[src/hw/rtl/rbpb_pkg.sv]
// Shared types, constants and step functions for the radial brush pixel blend unit.
package rbpb_pkg;

   localparam int COORD_W   = 13;
   localparam int PIX_W     = 12;
   localparam int RAD_W     = 6;
   localparam int CHAN_W    = 8;
   localparam int SUMSQ_W   = 13;
   localparam int SQ_VAL_W  = 32;
   localparam int SQ_REM_W  = 19;
   localparam int ROOT_W    = 16;
   localparam int QUOT_W    = 16;
   localparam int AMT_W     = 17;
   localparam int SPAN_W    = 16;
   localparam int CSR_IDX_W = 2;

   localparam int STAGES      = 11;
   localparam int SQ_FIRST    = 2;
   localparam int SQ_STGS     = 4;
   localparam int DIV_FIRST   = SQ_FIRST + SQ_STGS;
   localparam int DIV_STGS    = 4;
   localparam int STEPS_PER   = 4;
   localparam int BLEND_STAGE = DIV_FIRST + DIV_STGS;

   localparam logic [AMT_W-1:0]   AMT_ONE    = 17'h10000;
   localparam logic [COORD_W-1:0] SIZE_RESET = 13'd4096;

   typedef enum logic [CSR_IDX_W-1:0] {
      CSR_CANVAS_WIDTH  = 2'd0,
      CSR_CANVAS_HEIGHT = 2'd1
   } csr_index_type;

   typedef struct packed {
      logic [COORD_W-1:0] centre_x;
      logic [COORD_W-1:0] centre_y;
      logic [RAD_W-1:0]   brush_radius;
      logic [CHAN_W-1:0]  brush_red;
      logic [CHAN_W-1:0]  brush_green;
      logic [CHAN_W-1:0]  brush_blue;
      logic [PIX_W-1:0]   pixel_x;
      logic [PIX_W-1:0]   pixel_y;
      logic [CHAN_W-1:0]  canvas_red;
      logic [CHAN_W-1:0]  canvas_green;
      logic [CHAN_W-1:0]  canvas_blue;
   } req_type;

   typedef struct packed {
      logic              painted;
      logic [CHAN_W-1:0] out_red;
      logic [CHAN_W-1:0] out_green;
      logic [CHAN_W-1:0] out_blue;
   } rsp_type;

   typedef struct packed {
      logic [SQ_VAL_W-1:0] val;
      logic [SQ_REM_W-1:0] rem;
      logic [ROOT_W-1:0]   root;
   } sq_type;

   typedef struct packed {
      logic [QUOT_W-1:0] bits;
      logic [RAD_W-1:0]  rem;
      logic [QUOT_W-1:0] quot;
      logic              clamp;
   } dv_type;

   typedef struct packed {
      logic              painted;
      logic [CHAN_W-1:0] brush_red;
      logic [CHAN_W-1:0] brush_green;
      logic [CHAN_W-1:0] brush_blue;
      logic [CHAN_W-1:0] canvas_red;
      logic [CHAN_W-1:0] canvas_green;
      logic [CHAN_W-1:0] canvas_blue;
      logic [RAD_W-1:0]  radius;
      logic [RAD_W-1:0]  abs_x;
      logic [RAD_W-1:0]  abs_y;
      sq_type            sq;
      dv_type            dv;
   } work_type;

   // Clipped box test, upper bound exclusive.
   function automatic logic in_span(logic [PIX_W-1:0] p, logic [COORD_W-1:0] c,
                                    logic [RAD_W-1:0] r, logic [COORD_W-1:0] size);
      logic signed [SPAN_W-1:0] lo;
      logic signed [SPAN_W-1:0] hi;
      logic signed [SPAN_W-1:0] top;
      logic signed [SPAN_W-1:0] ps;
      lo  = $signed(SPAN_W'(c)) - $signed(SPAN_W'(r));
      hi  = $signed(SPAN_W'(c)) + $signed(SPAN_W'(r));
      top = $signed(SPAN_W'(size)) - $signed(SPAN_W'(1));
      ps  = $signed(SPAN_W'(p));
      if (lo < 0) lo = '0;
      if (hi > top) hi = top;
      return (ps >= lo) && (ps < hi);
   endfunction

   function automatic logic [RAD_W-1:0] abs_diff(logic [PIX_W-1:0] p, logic [COORD_W-1:0] c);
      logic signed [SPAN_W-1:0] d;
      d = $signed(SPAN_W'(p)) - $signed(SPAN_W'(c));
      if (d < 0) d = -d;
      return d[RAD_W-1:0];
   endfunction

   // One digit of the restoring square root, two radicand bits per step.
   function automatic sq_type sqrt_step(sq_type s);
      sq_type                o;
      logic [SQ_REM_W-1:0]   rem2;
      logic [SQ_REM_W-1:0]   trial;
      rem2  = {s.rem[SQ_REM_W-3:0], s.val[SQ_VAL_W-1 -: 2]};
      trial = {1'b0, s.root, 2'b01};
      o.val = {s.val[SQ_VAL_W-3:0], 2'b00};
      if (rem2 >= trial) begin
         o.rem  = rem2 - trial;
         o.root = {s.root[ROOT_W-2:0], 1'b1};
      end else begin
         o.rem  = rem2;
         o.root = {s.root[ROOT_W-2:0], 1'b0};
      end
      return o;
   endfunction

   // One quotient bit of the restoring divide by the radius.
   function automatic dv_type div_step(dv_type d, logic [RAD_W-1:0] r);
      dv_type         o;
      logic [RAD_W:0] rem2;
      logic [RAD_W:0] diff;
      rem2    = {d.rem, d.bits[QUOT_W-1]};
      diff    = rem2 - {1'b0, r};
      o.bits  = {d.bits[QUOT_W-2:0], 1'b0};
      o.clamp = d.clamp;
      if (rem2 >= {1'b0, r}) begin
         o.rem  = diff[RAD_W-1:0];
         o.quot = {d.quot[QUOT_W-2:0], 1'b1};
      end else begin
         o.rem  = rem2[RAD_W-1:0];
         o.quot = {d.quot[QUOT_W-2:0], 1'b0};
      end
      return o;
   endfunction

   // stroke + (canvas - stroke) * amount, Q1.16 amount, result truncated.
   function automatic logic [CHAN_W-1:0] blend(logic [CHAN_W-1:0] s, logic [CHAN_W-1:0] c,
                                               logic [AMT_W-1:0] amount);
      logic signed [CHAN_W:0]   delta;
      logic signed [27:0]       delta_x;
      logic signed [27:0]       amount_x;
      logic signed [27:0]       prod;
      logic signed [27:0]       sum;
      delta    = $signed({1'b0, c}) - $signed({1'b0, s});
      delta_x  = 28'(delta);
      amount_x = 28'($signed({1'b0, amount}));
      prod     = delta_x * amount_x;
      sum      = $signed({4'b0, s, 16'b0}) + prod;
      return sum[23:16];
   endfunction

endpackage

[src/hw/rtl/rbpb_datapath.sv]
// Data registers of the blend pipeline: box test, squares, root, divide, blend.
module rbpb_datapath #(
   parameter int MAX_CANVAS = 4096,
   parameter int MAX_RADIUS = 63
) (
   input  logic                         clock,
   input  logic [rbpb_pkg::STAGES-1:0]  load,
   input  rbpb_pkg::req_type            req_data,
   input  logic [rbpb_pkg::COORD_W-1:0] canvas_width,
   input  logic [rbpb_pkg::COORD_W-1:0] canvas_height,
   output rbpb_pkg::rsp_type            rsp_data
);
   import rbpb_pkg::*;

   localparam logic [16:0] MAX_CANVAS_V = 17'(MAX_CANVAS);
   localparam logic [7:0]  MAX_RADIUS_V = 8'(MAX_RADIUS);

   work_type st_ff [BLEND_STAGE];
   work_type st_in [BLEND_STAGE];
   rsp_type  rsp_ff;
   rsp_type  rsp_in;

   logic [COORD_W-1:0] w_eff;
   logic [COORD_W-1:0] h_eff;
   logic [RAD_W-1:0]   r_eff;
   logic [SUMSQ_W-1:0] sumsq;
   logic [AMT_W-1:0]   amount;
   work_type           last;

   always_comb begin
      w_eff = ({4'b0, canvas_width} > MAX_CANVAS_V) ? COORD_W'(MAX_CANVAS) : canvas_width;
      h_eff = ({4'b0, canvas_height} > MAX_CANVAS_V) ? COORD_W'(MAX_CANVAS) : canvas_height;
      r_eff = ({2'b0, req_data.brush_radius} > MAX_RADIUS_V) ? RAD_W'(MAX_RADIUS)
                                                             : req_data.brush_radius;

      st_in[0]              = '0;
      st_in[0].painted      = (r_eff != '0)
                              && in_span(req_data.pixel_x, req_data.centre_x, r_eff, w_eff)
                              && in_span(req_data.pixel_y, req_data.centre_y, r_eff, h_eff);
      st_in[0].brush_red    = req_data.brush_red;
      st_in[0].brush_green  = req_data.brush_green;
      st_in[0].brush_blue   = req_data.brush_blue;
      st_in[0].canvas_red   = req_data.canvas_red;
      st_in[0].canvas_green = req_data.canvas_green;
      st_in[0].canvas_blue  = req_data.canvas_blue;
      st_in[0].radius       = r_eff;
      st_in[0].abs_x        = abs_diff(req_data.pixel_x, req_data.centre_x);
      st_in[0].abs_y        = abs_diff(req_data.pixel_y, req_data.centre_y);

      sumsq     = SUMSQ_W'(st_ff[0].abs_x) * SUMSQ_W'(st_ff[0].abs_x)
                  + SUMSQ_W'(st_ff[0].abs_y) * SUMSQ_W'(st_ff[0].abs_y);
      st_in[1]  = st_ff[0];
      st_in[1].sq.val  = {3'b0, sumsq, 16'b0};
      st_in[1].sq.rem  = '0;
      st_in[1].sq.root = '0;

      for (int i = SQ_FIRST; i < DIV_FIRST; i++) begin
         st_in[i] = st_ff[i-1];
         for (int k = 0; k < STEPS_PER; k++) begin
            st_in[i].sq = sqrt_step(st_in[i].sq);
         end
      end

      // divider setup: quotient saturates once root >= radius * 256
      st_in[DIV_FIRST-1].dv.clamp = st_in[DIV_FIRST-1].sq.root[15:8]
                                    >= {2'b0, st_in[DIV_FIRST-1].radius};
      st_in[DIV_FIRST-1].dv.rem   = st_in[DIV_FIRST-1].sq.root[13:8];
      st_in[DIV_FIRST-1].dv.bits  = {st_in[DIV_FIRST-1].sq.root[7:0], 8'b0};
      st_in[DIV_FIRST-1].dv.quot  = '0;

      for (int i = DIV_FIRST; i < BLEND_STAGE; i++) begin
         st_in[i] = st_ff[i-1];
         for (int k = 0; k < STEPS_PER; k++) begin
            st_in[i].dv = div_step(st_in[i].dv, st_in[i].radius);
         end
      end

      last   = st_ff[BLEND_STAGE-1];
      amount = last.dv.clamp ? AMT_ONE : {1'b0, last.dv.quot};
      rsp_in.painted = last.painted;
      if (last.painted) begin
         rsp_in.out_red   = blend(last.brush_red, last.canvas_red, amount);
         rsp_in.out_green = blend(last.brush_green, last.canvas_green, amount);
         rsp_in.out_blue  = blend(last.brush_blue, last.canvas_blue, amount);
      end else begin
         rsp_in.out_red   = last.canvas_red;
         rsp_in.out_green = last.canvas_green;
         rsp_in.out_blue  = last.canvas_blue;
      end
   end

   always_ff @(posedge clock) begin
      for (int i = 0; i < BLEND_STAGE; i++) begin
         if (load[i]) st_ff[i] <= st_in[i];
      end
      if (load[BLEND_STAGE]) rsp_ff <= rsp_in;
   end

   assign rsp_data = rsp_ff;

endmodule

[src/hw/rtl/radial_brush_pixel_blend_unit.sv]
// Top level: handshake control, canvas size registers and the blend pipeline.
// Throughput: one request per cycle; each stage holds while it is full and the one after it cannot take.
// The eleven register stages are box test, squares, four root stages, four divide stages, blend.
// Reset (synchronous) clears all stage valid bits and sets both canvas sizes to 4096.
module radial_brush_pixel_blend_unit #(
   parameter int MAX_CANVAS = 4096,
   parameter int MAX_RADIUS = 63
) (
   input  logic                           clock,
   input  logic                           reset,
   input  logic                           req_valid,
   output logic                           req_ready,
   input  rbpb_pkg::req_type              req_data,
   output logic                           rsp_valid,
   input  logic                           rsp_ready,
   output rbpb_pkg::rsp_type              rsp_data,
   input  logic                           csr_valid,
   output logic                           csr_ready,
   input  logic [rbpb_pkg::CSR_IDX_W-1:0] csr_index,
   input  logic [rbpb_pkg::COORD_W-1:0]   csr_wdata
);
   import rbpb_pkg::*;

   logic [STAGES-1:0]  valid_ff;
   logic [STAGES-1:0]  stage_ready;
   logic [COORD_W-1:0] width_ff;
   logic [COORD_W-1:0] height_ff;

   always_comb begin
      stage_ready[STAGES-1] = !valid_ff[STAGES-1] || rsp_ready;
      for (int i = STAGES - 2; i >= 0; i--) begin
         stage_ready[i] = !valid_ff[i] || stage_ready[i+1];
      end
   end

   assign req_ready = stage_ready[0];
   assign rsp_valid = valid_ff[STAGES-1];
   assign csr_ready = 1'b1;

   always_ff @(posedge clock) begin
      if (reset) begin
         valid_ff  <= '0;
         width_ff  <= SIZE_RESET;
         height_ff <= SIZE_RESET;
      end else begin
         if (stage_ready[0]) valid_ff[0] <= req_valid;
         for (int i = 1; i < STAGES; i++) begin
            if (stage_ready[i]) valid_ff[i] <= valid_ff[i-1];
         end
         if (csr_valid) begin
            unique case (csr_index)
               CSR_CANVAS_WIDTH:  width_ff  <= csr_wdata;
               CSR_CANVAS_HEIGHT: height_ff <= csr_wdata;
               default: ;
            endcase
         end
      end
   end

   rbpb_datapath #(
      .MAX_CANVAS(MAX_CANVAS),
      .MAX_RADIUS(MAX_RADIUS)
   ) u_datapath (
      .clock        (clock),
      .load         (stage_ready),
      .req_data     (req_data),
      .canvas_width (width_ff),
      .canvas_height(height_ff),
      .rsp_data     (rsp_data)
   );

endmodule

[config.mk]
export PLATFORM = sky130hd
export DESIGN_NAME = radial_brush_pixel_blend_unit
export DESIGN_NICKNAME = d
export VERILOG_FILES = /design/src/hw/rtl/rbpb_pkg.sv /design/src/hw/rtl/rbpb_datapath.sv /design/src/hw/rtl/radial_brush_pixel_blend_unit.sv
export SDC_FILE = /design/constraint.sdc
export NUM_CORES = 2
export LEC_CHECK = 0
export BUFFER_PORTS_ARGS = -buffer_cell sky130_fd_sc_hd__buf_2
export CORE_MARGIN = 3
export CORE_UTILIZATION = 40
export CTS_CLUSTER_SIZE = 25
export DETAILED_ROUTE_END_ITERATION = 16
export PLACE_DENSITY = 0.63
export REMOVE_ABC_BUFFERS = 1
export SYNTH_ARGS = -nofsm -noshare
export SYNTH_HDL_FRONTEND = slang
export SYNTH_SLANG_ARGS = --single-unit
[constraint.sdc]
create_clock -name clock -period 23.4 [get_ports clock]
set_input_delay 2.34 -clock clock [delete_from_list [all_inputs] [get_ports clock]]
set_output_delay 2.34 -clock clock [all_outputs]
set_load 0.02 [all_outputs]
Word-level counts from Yosys, hierarchy flattened
Memory sizes are Yosys's and may differ from the RTL's. Cells that the tools add are included.

Register bits after elaboration: 62. Bits in writable memories: 1730. Input port bits: 124. Output and inout bits: 28. Memories kept: 1.

$add $sub $neg: 49. Multipliers: 5. Magnitude comparators: 45. Eq/ne operators: 1. Mux-type cells: 62. Reductions and logical operators: 30.

Memories: u_datapath.st_ff (words 10, width 173, rd ports 10, clocked after Yosys merged registers in 0, wr ports 10, RTL line rbpb_datapath.sv:18) `work_type st_ff [BLEND_STAGE];`.

Operator list (number): 33-bit 2-to-1 mux (12); 22-bit 2-to-1 mux (16); 19-bit by 18-bit >= comparator with 1-bit output (16); 17-bit subtractor (12); 35-bit 2-to-1 mux (4); 7-bit by 6-bit >= comparator with 1-bit output (16); 6-bit subtractor (16); 19-bit by 18-bit subtractor with 19-bit output (4); 24-bit adder (3); 9-bit by 18-bit multiplier with 24-bit output (3); 16-bit 2-to-1 mux (4); 14-bit by 1-bit less-than comparator with 1-bit output (second input constant) (4); 13-bit by 16-bit >= comparator with 1-bit output (2); 16-bit greater-than comparator (2); 13-bit by 16-bit less-than comparator with 1-bit output (2); 13-bit by 6-bit adder with 14-bit output (2); 12-bit by 13-bit subtractor with 14-bit output (2); 13-bit by 1-bit subtractor with 14-bit output (second input constant) (2); 13-bit by 6-bit subtractor with 14-bit output (2); 8-bit by 8-bit subtractor with 9-bit output (3); 13-bit greater-than comparator (second input constant) (2); 13-bit 2-to-1 mux (2); 6-bit by 6-bit multiplier with 12-bit output (2); 24-bit 2-to-1 mux (1); other kinds (13) (58).

Longest topological paths before layout
Word-level depth: 14. Mapped depth: 51. Gate-level depth less buffers: 45.

Hierarchy
A second synthesis with hierarchy kept.

Cell total of the unflattened synthesis: 5080. Area, all modules: 56137.6 um^2.

By module, submodules not included: rbpb_datapath (times used 1, cells an instance 4910, area an instance 54745.0 um^2, sequential area each 22641.7 um^2); radial_brush_pixel_blend_unit (times used 1, cells an instance 170, area an instance 1392.6 um^2, sequential area each 740.7 um^2).

Worst setup path before layout
No wires, ideal clock.

Path type: input-to-output. Start: input rsp_ready. End: output req_ready. Arrival time: 9106 ps. Data required time: 21060 ps. Slack: 11954 ps. Stages on the path: 7. Cell sequence: nor2b_1 -> and2_1 -> and3_1 -> nand3_1 -> nor2_1 -> nand4_1 -> or2_2.

Word-level cells in the longest chain between the ends: 11.

RTL lines: start: declaration (RTL line radial_brush_pixel_blend_unit.sv:15) `input logic rsp_ready,`; 1-bit logical OR (RTL line radial_brush_pixel_blend_unit.sv:30) `stage_ready[STAGES-1] = !valid_ff[STAGES-1] || rsp_ready;`; 1-bit logical OR (5 in a row) (RTL line radial_brush_pixel_blend_unit.sv:32) `stage_ready[i] = !valid_ff[i] || stage_ready[i+1];`; named net stage_ready[5] (RTL line radial_brush_pixel_blend_unit.sv:25) `logic [STAGES-1:0] stage_ready;`; 1-bit logical OR (4 in a row) (RTL line radial_brush_pixel_blend_unit.sv:32); named net stage_ready[1] (RTL line radial_brush_pixel_blend_unit.sv:25); 1-bit logical OR (RTL line radial_brush_pixel_blend_unit.sv:32); end: declaration (RTL line radial_brush_pixel_blend_unit.sv:12) `output logic req_ready,`.

The timed path passes the listed nets, and every way through them passes these cells.

==> run metrics <==
post-route DRC violation count 0; Ports about 150; final hold vios 0; largest net degree at the start of global routing 83; result of the run finished clean; clock sink total between 700 and 800; Max Fanout on Critical Path 22; Cell Area, Synth 0.0561 mm2; standard-cell rows 136; Setup TNS 0 ps; worst-skew pair later-pin latency 670 ps; antenna violations before repair 29; hold endpoint u_datapath.st_ff[5][137]; FF+latch count, synth 791; Worst R2R Setup Slack 11890 ps; routability congestion estimate between 0.8 and 0.9; Net count, final between 6000 and 7000; share of synthesized registers carrying an async set or reset 0%; startpoint types flop; r2r startpoint u_datapath.st_ff[2][39]; clock tree root buffer cell clkbuf_16; # resized after CTS 0; Yosys warning total 0; count of port buffers added during placement 150; chip width 380 um; final-layout worst hold slack 384 ps; area fraction of the dominant cell type after synthesis 40.4%; CP arrival 11920 ps; library cells used by synthesis between 100 and 150; placeable core area approximately 0.14 mm2; Post-DP HPWL between 90 and 100 mm; largest cells by area after synthesis edfxtp_1 (40%), fa_1 (14%), ha_1 (12%); vias per cell 5.13; path type of the worst min-delay path flop to flop; Clock transition at path regs 60 ps; per-instance average area after synthesis 11.0 um2; effective utilization at floorplan 40.5%; Iteration-0 DRC Markers 2199; number of global-route vias before repair 37300; number of max-cap violations 0; number of synthesized flops with an enable pin 754; Yosys top cell by area edfxtp_1; hold_sp u_datapath.st_ff[4][137]; wire length of the first global-routing pass 196 mm; Finish-stage setup viols 0; worst reg-to-reg path cell count 45; Worst Path Class, Setup flop to flop; number of iterations in the first detailed-routing pass 5; max-slew violation total from the final report 0; Layout area overhead 10.4%; number of cells on the worst hold path 0; Worst Max-Slew Pin Slew 1130 ps; smallest setup slack after layout between 10000 and 15000 ps; share of final-layout standard cells stronger than drive strength 1 8.77%; remaining max-slew budget at the tightest pin between 20% and 30%; clock tree from TritonCTS built; Crit Reg-Reg Endpoint u_datapath.st_ff[3][69]; final critical-path required period 11510 ps; portion of the post-synthesis area used by sequential elements 41.7%; Crit-path slowest cell a21boi_1; Post-Route Skew roughly 39 ps; fraction of the mapped netlist area in adder cells 25.5%; dominant combinational cell family by area after synthesis adder cells; total track usage 16.7%; number of hold buffers added after cts 0; buffer depth of the longest clock path 3; setup slack at placement 11880 ps; area share of xor/xnor cells in the synthesized design around 4.5%; unrepaired setup endpoints after global routing false; slowest stage delay, CP 680 ps; full die area 0.145 mm2; maximum achievable frequency 86.9 MHz; number of nets still failing antenna checks after routing 0; most frequently used flop master after synthesis edfxtp_1; required time of the critical path between 20000 and 25000 ps; Die Span Y ~380 um; htree depth 3; share of synthesized area spent on multiplexers 1.60%; ratio of final minimum period to clock period 49.2%; remaining global-route overflow 0; number of buffers added by the clock tree synthesis step 82; post-synthesis share of cell area spent on and, or, nand and nor gates a little under an eighth; area fraction in compound gates after synthesis between 10 and 15%; Critical Path End Type flop; via count of the routed design 36900; Post-Route Utilization 44.7%; routed length per instance 16.7 um; Mapped Cells 5091; final wirelength 120 mm; setup bufs post-CTS 0
==> state kept, by name, indices dropped and copies added (netlist names) <==
name and flops:
u_datapath.st_ff 729, u_datapath.rsp_data 25, height_ff 13, width_ff 13, valid_ff 11
==> worst max-delay path by stage <==
stage / endpoint / slack (ps) / startpoint / cells past startpoint
finish: u_datapath.st_ff[3][69] / 11890 / u_datapath.st_ff[2][39] / 45
global route: u_datapath.st_ff[3][69] / 10750 / u_datapath.st_ff[2][39] / 45
CTS: u_datapath.st_ff[3][69] / 11890 / u_datapath.st_ff[2][39] / 45
detailed placement: u_datapath.st_ff[3][69] / 11880 / u_datapath.st_ff[2][39] / 45
global placement: u_datapath.st_ff[3][69] / 12190 / u_datapath.st_ff[2][40] / 45
floorplan: req_ready / 11950 / rsp_ready / 7
==> cell usage after synthesis (17+ instances only) <==
master    count
edfxtp_1    754
inv_1       600
nand2_1     551
ha_1        516
fa_1        391
nor2_1      380
a21oi_1     279
xnor2_1     220
o21ai_0     168
a21o_1      140
clkbuf_1    119
nand2b_1     88
xor2_1       69
and2_1       57
mux2_2       55
nor2b_1      55
nor3_1       49
o21bai_1     40
dfxtp_1      37
nand3_1      37
nand4_1      33
or3_1        30
o21a_1       29
a31oi_1      28
or2_2        27
and3_1       23
mux2i_1      23
a211oi_1     17
nor4_1       17
==> per-layer routing <==
layer / track usage, % / share of wire [%]
met5: 0 / 0.14
met4: 4.36 / 2.1
met3: 3.10 / 5.0
met2: 27.9 / 47
met1: 22.2 / 45
==> cells in the final DEF (no fill, tap or decap), drive strengths merged, types with 17 or more instances in the layout <==
cell type,count
or3,30
and3,24
a31oi,28
o21bai,40
a21o,140
o21ai,175
fa,391
mux2i,24
xor2,69
clkbuf,99
o211ai,17
clkinv,43
or2,28
o21a,29
a21oi,279
nand2,552
nor2b,55
ha,516
dfxtp,37
inv,607
edfxtp,754
a21boi,17
nand2b,88
mux2,58
nor3,52
xnor2,220
nor4,19
nand3,38
buf,207
nand4,34
a211oi,19
nor2,381
and2,58
==> worst max-delay path, delay by kind of cell (launching register included) <==
kind | cells | cell delay, ps
AND/OR/NAND/NOR | 18 | 4530
AO/OA/AOI/OAI | 13 | 2820
buffers and inverters | 7 | 1470
adder cells (fa/ha/maj) | 4 | 1460
XOR/XNOR | 3 | 610
flip-flops | 1 | 350
==> layout make-up <==
type | count | area, um2
fillers | 12900 | 76500
multi-input cells | 3558 | 29900
flip-flops and latches | 791 | 23400
well taps | 1863 | 2330
inverters | 607 | 2280
clock buffers | 99 | 2140
repair buffers | 207 | 1180
clock inverters | 54 | 599
diodes | 14 | 35.0
==> kinds of logic (layout without fill, tap and decap cells) <==
logic type | after synthesis | count (layout)
simple gates | 1403 | 1403
fa+ha+maj | 907 | 907
compound gates | 876 | 876
flops | 791 | 791
buf+inv | 742 | 967
xor+xnor | 289 | 289
mux | 82 | 82
other cells | 1 | 15
==> per-stage QoR <==
stage / instance area [um2] / instances
floorplan: 55500 / 4956
global placement: 59100 / 7026
detailed placement: 59100 / 7026
CTS: 61800 / 7179
global route: 61800 / 7185
finish: 61900 / 7193
Power is left out: the tool's default activity adds up to more than one toggle a clock period on the data nets, which glitch-free logic cannot reach.
